### src/design/piu_pkg.sv
// Shared types and constants of the power iteration eigenvalue unit.
// Used by the controller, the datapath and the top level; depends on nothing.
package piu_pkg;

	// Widths of the fixed-point values that do not vary with the parameters.
	localparam int PW       = 48;   // product vector entry and result, Q32.16
	localparam int UW       = 18;   // signed unit vector entry, Q2.16
	localparam int MVW      = 17;   // magnitude of a unit vector entry
	localparam int SW       = 24;   // scaled magnitude used for the norm
	localparam int KW       = 5;    // normalizing shift amount
	localparam int QW       = 17;   // quotient bits of the normalizing divide
	localparam int DCW      = 5;    // divide step counter
	localparam int CFG_AW   = 3;    // APB byte address width
	localparam int CFG_DW   = 32;   // APB data width
	localparam int SIZE_W   = 5;    // matrix_size register width
	localparam int ITER_W   = 8;    // iteration_count register width

	localparam logic [DCW-1:0] DIV_STEPS = 5'd17;
	localparam logic [QW-1:0]  ONE_Q16   = 17'h10000;
	localparam logic signed [UW-1:0] ONE_UNIT = 18'sh10000;
	localparam logic signed [PW-1:0] P_MAX = {1'b0, {(PW-1){1'b1}}};
	localparam logic signed [PW-1:0] P_MIN = {1'b1, {(PW-1){1'b0}}};

	// Register reset values.
	localparam logic [SIZE_W-1:0] SIZE_RESET = 5'd16;
	localparam logic [ITER_W-1:0] ITER_RESET = 8'd10;

	// Register indexes, taken from paddr[2].
	localparam logic REG_SIZE = 1'b0;
	localparam logic REG_ITER = 1'b1;

	// Commands from the controller to the datapath.
	typedef struct packed {
		logic store_we;
		logic mac_issue;
		logic mac_rowend;
		logic mac_first;
		logic round_clr;
		logic k_init;
		logic k_step;
		logic sq_issue;
		logic sqrt_init;
		logic sqrt_step;
		logic norm_load;
		logic div_step;
		logic norm_mul;
		logic est_acc;
		logic res_load;
		logic res_zero;
	} piu_cmd_t;

	// Status from the datapath to the controller.
	typedef struct packed {
		logic busy;
		logic m_zero;
		logic k_done;
		logic sqrt_done;
		logic div_done;
	} piu_status_t;

endpackage

### src/design/piu_ctrl.sv
// Controller of the power iteration eigenvalue unit: load, round and element sequencing.
// Depends on piu_pkg for the command and status structs.
module piu_ctrl import piu_pkg::*; #(
	parameter int MAX_ORDER = 16
) (
	input  logic                                      clk,
	input  logic                                      arst_n,
	input  logic [SIZE_W-1:0]                         matrix_size,
	input  logic [ITER_W-1:0]                         iteration_count,
	input  logic                                      in_valid,
	output logic                                      in_stall,
	input  logic                                      last_element,
	output logic                                      out_valid,
	input  logic                                      out_stall,
	output piu_cmd_t                                  cmd,
	input  piu_status_t                               status,
	output logic [$clog2(MAX_ORDER*MAX_ORDER)-1:0]    saddr,
	output logic [$clog2(MAX_ORDER)-1:0]              row,
	output logic [$clog2(MAX_ORDER)-1:0]              col
);

	localparam int DEPTH = MAX_ORDER * MAX_ORDER;
	localparam int AW    = $clog2(DEPTH);
	localparam int LCW   = $clog2(DEPTH + 1);
	localparam int IW    = $clog2(MAX_ORDER);
	localparam int NW    = $clog2(MAX_ORDER + 1);

	typedef enum logic [3:0] {
		S_LOAD, S_RSTART, S_MAC, S_MACW, S_KS, S_SQ, S_SQW, S_SQRT,
		S_NRD, S_NLD, S_NDIV, S_NMUL, S_NACC, S_DONE
	} state_t;

	state_t            state_q;
	logic [LCW-1:0]    lc_q;
	logic [NW-1:0]     n_q;
	logic [ITER_W-1:0] rounds_q;
	logic [ITER_W-1:0] r_q;
	logic              first_q;
	logic [IW-1:0]     row_q;
	logic [IW-1:0]     col_q;
	logic [AW-1:0]     flat_q;
	logic              zero_q;
	logic              out_valid_q;

	logic [NW-1:0]     n_cfg;
	logic [ITER_W-1:0] r_cfg;
	logic              accept;
	logic              row_last;
	logic              col_last;
	logic              out_free;

	// Clamp the configured order and round count to their usable ranges.
	always_comb begin
		if (matrix_size == '0) begin
			n_cfg = NW'(1);
		end else if (32'(matrix_size) > MAX_ORDER) begin
			n_cfg = NW'(MAX_ORDER);
		end else begin
			n_cfg = NW'(matrix_size);
		end
		r_cfg = (iteration_count == '0) ? ITER_W'(1) : iteration_count;
	end

	assign in_stall  = (state_q != S_LOAD);
	assign accept    = in_valid && !in_stall;
	assign row_last  = (NW'(row_q) == n_q - NW'(1));
	assign col_last  = (NW'(col_q) == n_q - NW'(1));
	assign out_free  = !out_valid_q || !out_stall;
	assign out_valid = out_valid_q;
	assign saddr     = (state_q == S_LOAD) ? lc_q[AW-1:0] : flat_q;
	assign row       = row_q;
	assign col       = col_q;

	// Commands follow from the state and the datapath status.
	always_comb begin
		cmd            = '0;
		cmd.store_we   = accept && (lc_q < LCW'(DEPTH));
		cmd.mac_first  = first_q;
		cmd.mac_rowend = col_last;
		cmd.res_zero   = zero_q;
		unique case (state_q)
			S_RSTART: cmd.round_clr = 1'b1;
			S_MAC:    cmd.mac_issue = 1'b1;
			S_MACW:   cmd.k_init    = !status.busy && !status.m_zero;
			S_KS:     cmd.k_step    = !status.k_done;
			S_SQ:     cmd.sq_issue  = 1'b1;
			S_SQW:    cmd.sqrt_init = !status.busy;
			S_SQRT:   cmd.sqrt_step = !status.sqrt_done;
			S_NLD:    cmd.norm_load = 1'b1;
			S_NDIV:   cmd.div_step  = !status.div_done;
			S_NMUL:   cmd.norm_mul  = 1'b1;
			S_NACC:   cmd.est_acc   = 1'b1;
			S_DONE:   cmd.res_load  = out_free;
			default:  ;
		endcase
	end

	// State and sequencing counters.
	always_ff @(posedge clk or negedge arst_n) begin
		if (!arst_n) begin
			state_q     <= S_LOAD;
			lc_q        <= '0;
			n_q         <= '0;
			rounds_q    <= '0;
			r_q         <= '0;
			first_q     <= 1'b0;
			row_q       <= '0;
			col_q       <= '0;
			flat_q      <= '0;
			zero_q      <= 1'b0;
			out_valid_q <= 1'b0;
		end else begin
			out_valid_q <= cmd.res_load || (out_valid_q && out_stall);
			unique case (state_q)
				S_LOAD: begin
					if (accept) begin
						if (lc_q < LCW'(DEPTH)) begin
							lc_q <= lc_q + LCW'(1);
						end
						if (last_element) begin
							lc_q     <= '0;
							n_q      <= n_cfg;
							rounds_q <= r_cfg;
							r_q      <= '0;
							first_q  <= 1'b1;
							zero_q   <= 1'b0;
							state_q  <= S_RSTART;
						end
					end
				end
				S_RSTART: begin
					row_q   <= '0;
					col_q   <= '0;
					flat_q  <= '0;
					state_q <= S_MAC;
				end
				S_MAC: begin
					flat_q <= flat_q + AW'(1);
					if (col_last) begin
						col_q <= '0;
						if (row_last) begin
							state_q <= S_MACW;
						end else begin
							row_q <= row_q + IW'(1);
						end
					end else begin
						col_q <= col_q + IW'(1);
					end
				end
				S_MACW: begin
					if (!status.busy) begin
						if (status.m_zero) begin
							zero_q  <= 1'b1;
							state_q <= S_DONE;
						end else begin
							state_q <= S_KS;
						end
					end
				end
				S_KS: begin
					if (status.k_done) begin
						row_q   <= '0;
						state_q <= S_SQ;
					end
				end
				S_SQ: begin
					if (row_last) begin
						state_q <= S_SQW;
					end else begin
						row_q <= row_q + IW'(1);
					end
				end
				S_SQW: begin
					if (!status.busy) begin
						state_q <= S_SQRT;
					end
				end
				S_SQRT: begin
					if (status.sqrt_done) begin
						row_q   <= '0;
						state_q <= S_NRD;
					end
				end
				S_NRD:  state_q <= S_NLD;
				S_NLD:  state_q <= S_NDIV;
				S_NDIV: begin
					if (status.div_done) begin
						state_q <= S_NMUL;
					end
				end
				S_NMUL: state_q <= S_NACC;
				S_NACC: begin
					if (row_last) begin
						if (r_q == rounds_q - ITER_W'(1)) begin
							state_q <= S_DONE;
						end else begin
							r_q     <= r_q + ITER_W'(1);
							first_q <= 1'b0;
							state_q <= S_RSTART;
						end
					end else begin
						row_q   <= row_q + IW'(1);
						state_q <= S_NRD;
					end
				end
				S_DONE: begin
					if (out_free) begin
						state_q <= S_LOAD;
					end
				end
				default: state_q <= S_LOAD;
			endcase
		end
	end

endmodule

### config.mk
export PLATFORM = sky130hd
export DESIGN_NAME = piu_ctrl
export DESIGN_NICKNAME = d
export VERILOG_FILES = /design/src/design/piu_pkg.sv /design/src/design/piu_ctrl.sv
export SDC_FILE = /design/constraint.sdc
export NUM_CORES = 1
export LEC_CHECK = 0
export ABC_CLOCK_PERIOD_IN_PS = 2300
export BUFFER_PORTS_ARGS = -buffer_cell sky130_fd_sc_hd__buf_2
export CORE_AREA = 2 2 86 88
export DETAILED_ROUTE_END_ITERATION = 6
export DIE_AREA = 0 0 88 90
export HOLD_SLACK_MARGIN = 0.12
export PLACE_DENSITY_LB_ADDON = 0.15
export RECOVER_POWER = 50
export SYNTH_ARGS = -nofsm -noshare
export SYNTH_HDL_FRONTEND = slang
export SYNTH_SLANG_ARGS = --single-unit
### constraint.sdc
create_clock -name clk -period 2.3 [get_ports clk]
set_input_delay 0.115 -clock clk [delete_from_list [all_inputs] [get_ports clk]]
set_output_delay 0.115 -clock clk [all_outputs]
set_load 0.01 [all_outputs]
==> results.yml <==
placed_design:
  gp_congestion: 0.8014
  port_buffers: 56
  postPlaceCellArea_mm2: 0.003909
  hpwl_mm: 5.837
drt:
  wl_per_cell_um: 14.24
  first_iter_violations: 126
  drc: 0
  wirelength_mm: 8.147
  dr.pass1.iters: 4
  vias_per_cell: 5.358
  via_count: 3065
  ant_nets: 0
setup_path:
  cpLargestDelayFamily: "compound AO/OA/AOI/OAI gates"
  critPathMaxStageDelay_ns: 0.39
  critical_path_required_ns: 2.49
  path_class: "reg -> reg"
  startpoint_type: "register"
  path_buf_inv: 1
  cp.arrival_ns: 2.44
  cpMaxStageDelayCell: "dfrtp_1"
  cp_max_fo: 8
  crit_chain: "inv_1, ha_2, xor2_1, o211ai_1, a211o_1, nor3_4, a211oi_2, mux2_1"
  end_kind: "register"
global_route:
  grt_pass1_vias: 3000
  grt_usage: 0.2182
  antenna_found_initial: 0
  grt_max_degree: 54
  grt_first_pass_wirelength_mm: 13.96
  gr-total-overflow: 0
sta:
  slew_headroom: 0.1142
  hold_violations: 0
  setup_viol: 0
  worst_pin_slew_ns: 1.329
  fmax_ghz: 0.4438
  finClkSkew_ns: 0.008090
  final_max_slew_viol_count: 0
  rsz0062_at_grt: "yes"
  finalCritPeriodShare: 0.9796
  post-route-min-period_ns: 2.253
clock_tree:
  cts_inserted_buffers: 5
  cts_root_buf: "clkbuf_8"
  clockBufferDepth: 2
  cts_sinks: 53
  h-tree-depth: 2
  tritoncts: "yes"
  clkLatencyLatePin_ns: 0.30
  clk_pin_slew_ns: 0.10
power:
  p_int_mw: 2.623
  power_mw: 4.727
  p_sw_frac: 0.4451
  vdd_drop_max_v: 0.0006049
  seqPwrFrac: 0.333
  switchingPower_mw: 2.104
  leakagePower_nw: 1.952
  power_density_mw_per_mm2: 1112
  pwr-share-comb: 0.553
  clockPowerShare: 0.114
yosys:
  synth_top_area_cell: "dfrtp_1"
  synthFlopType: "dfrtp_1"
  ys_types: 66
  synth_nets: 418
  synth_edf_count: 0
  ys.warnings.count: 0
  synthSimpleGateAreaFrac: 0.2572
  synth_mux_area_frac: 0.05831
  synth.ff_latch_count: 53
  syn_area_per_cell_um2: 8.904
  synth-xor-area-share: 0.07678
  synth_most_common_cell: "nand2_1"
  yosysTopAreaCellShare: 0.3839
  synthTopCellsByArea: "dfrtp_1, nand2_1, nor2_1"
  synth_top_family_by_area: "simple AND/OR/NAND/NOR gates"
  yosys-top-cells-count: "nand2_1, dfrtp_1, nor2_1, o21ai_0, a21oi_1"
  syn_inst: 388
  synth_area_mm2: 0.003455
  yosysSeqAreaShare: 0.3839
  synth_compound_area_frac: 0.1557
  synthAdderAreaFrac: 0.02535
  async_flop_share: 1.000
outcome:
  status: "finished, final reports clean"
worst_hold_path:
  min_path_type: "in -> reg"
layout:
  register_area_mm2: 0.001326
  multi_input_area_mm2: 0.002061
  final_util: 0.6054
  fillers: 636
  finalInstanceArea_mm2: 0.004250
  fin_nets: 503
  antenna_cells: 0
  drive_above_1_share: 0.2178
  area_growth_syn_to_layout_pct: 23.04
die:
  die_h_um: 90
  io_pins: 57
  dieArea_mm2: 0.007920
  coreArea_mm2: 0.007020
  start_util: 0.4921
  chipWidth_um: 88
  num_rows: 31
job:
  drv_cap: 0
[cell families (layout without fill, tap and decap cells)]
logic type | Yosys count | count (layout)
xor+xnor | 27 | 27
simple gates | 171 | 171
mux | 19 | 19
buf+inv | 32 | 117
compound gates | 79 | 79
fa+ha+maj | 7 | 7
flops | 53 | 53
[power groups by stage]
stage | sequential (mW) | clock [mW] | combinational [mW]
final | 1.58 | 0.540 | 2.61
after detailed placement | 1.59 | 0 | 2.43
after global placement | 1.58 | 0 | 2.40
after global routing | 1.62 | 0.591 | 2.91
after CTS | 1.57 | 0.559 | 2.48
after floorplan | 1.49 | 0 | 1.82
[final timing paths]
path                                         start  cells after the start               endpoint  slack (ns)
max                        rounds_q[1]$_DFFE_PN0P_                      8     r_q[4]$_DFFE_PN0P_        0.05
min                                      status[4]                      4     zero_q$_DFFE_PN0P_        0.20
min reg2reg                  flat_q[7]$_DFFE_PN0P_                      1  flat_q[7]$_DFFE_PN0P_        0.50
max in group asynchronous                   arst_n                      3     r_q[7]$_DFFE_PN0P_        0.77
max reg2reg                rounds_q[1]$_DFFE_PN0P_                      8     r_q[4]$_DFFE_PN0P_        0.05
min in group asynchronous                   arst_n                      3    out_valid$_DFF_PN0_        0.73
[sequential cells by signal, summed over array words and instances (netlist names)]
register   count
row            4
r_q            8
first_q        1
n_q            5
col            4
zero_q         1
rounds_q       8
flat_q         8
state_q        4
out_valid      1
lc_q           9
[what timing repair did]
item,in CTS,in global routing
endpoints found under the hold margin,69,0
pin swaps,1,4
setup buffers,2,4
gates resized for setup,1,13
setup endpoints to repair,2,15
hold buffers,16,0
[area by class of cell]
class	instances	area share
tap	99	0.02914
multi-input combinational	303	0.4848
inverter	16	0.01531
sequential	53	0.3120
timing repair buffer	94	0.1384
clock buffer	7	0.02031
[metrics by stage]
| step | setup slack (ns) | cells | setup TNS [ns] | hold slack [ns] |
|---|---|---|---|---|
| finish | 0.04693 | 572 | 0 | 0.1967 |
| global route | -0.06269 | 572 | -0.1419 | 0.2400 |
| CTS | 0.01006 | 568 | 0 | 0.1923 |
| detailed placement | 0.008331 | 543 | 0 | 0.1365 |
| global placement | 0.1021 | 543 | 0 | 0.1393 |
| floorplan | 0.1262 | 388 | 0 | -0.1806 |
[routing by layer]
layer / vias to the layer above / GRT usage / part of all wire
met5: - / 0 / 0
met4: 0 / 0.06026 / 0.016
met3: 10 / 0.03398 / 0.032
met2: 55 / 0.3706 / 0.52
met1: 1461 / 0.2850 / 0.43
li1: 1539 / - / -
[worst min-delay path: stages]
cell	delay, ns
buf_2	0.11
nor4_1	0.06
a21oi_1	0.14
nor2_1	0.04
[layout by cell type, fill, tap and decap left out, types with 6 or more instances in the layout]
| cell | Yosys | final |
|---|---|---|
| mux2_2 | 8 | 8 |
| buf_2 | 3 | 44 |
| nor2_1 | 34 | 33 |
| clkbuf_1 | 9 | 14 |
| dfrtp_1 | 53 | 53 |
| nand4_1 | 6 | 6 |
| nand2_1 | 58 | 58 |
| a21oi_1 | 16 | 16 |
| dlygate4sd3_1 | 0 | 16 |
| nor3_1 | 10 | 10 |
| inv_1 | 15 | 15 |
| o21ai_0 | 22 | 22 |
| clkbuf_8 | 0 | 6 |
| xor2_1 | 13 | 13 |
| nand3b_1 | 9 | 9 |
| nand2b_1 | 14 | 14 |
| xnor2_1 | 12 | 12 |
| buf_4 | 3 | 19 |
| nand3_1 | 10 | 10 |
| mux2i_1 | 10 | 10 |
(Power assumes the default switching activity.)
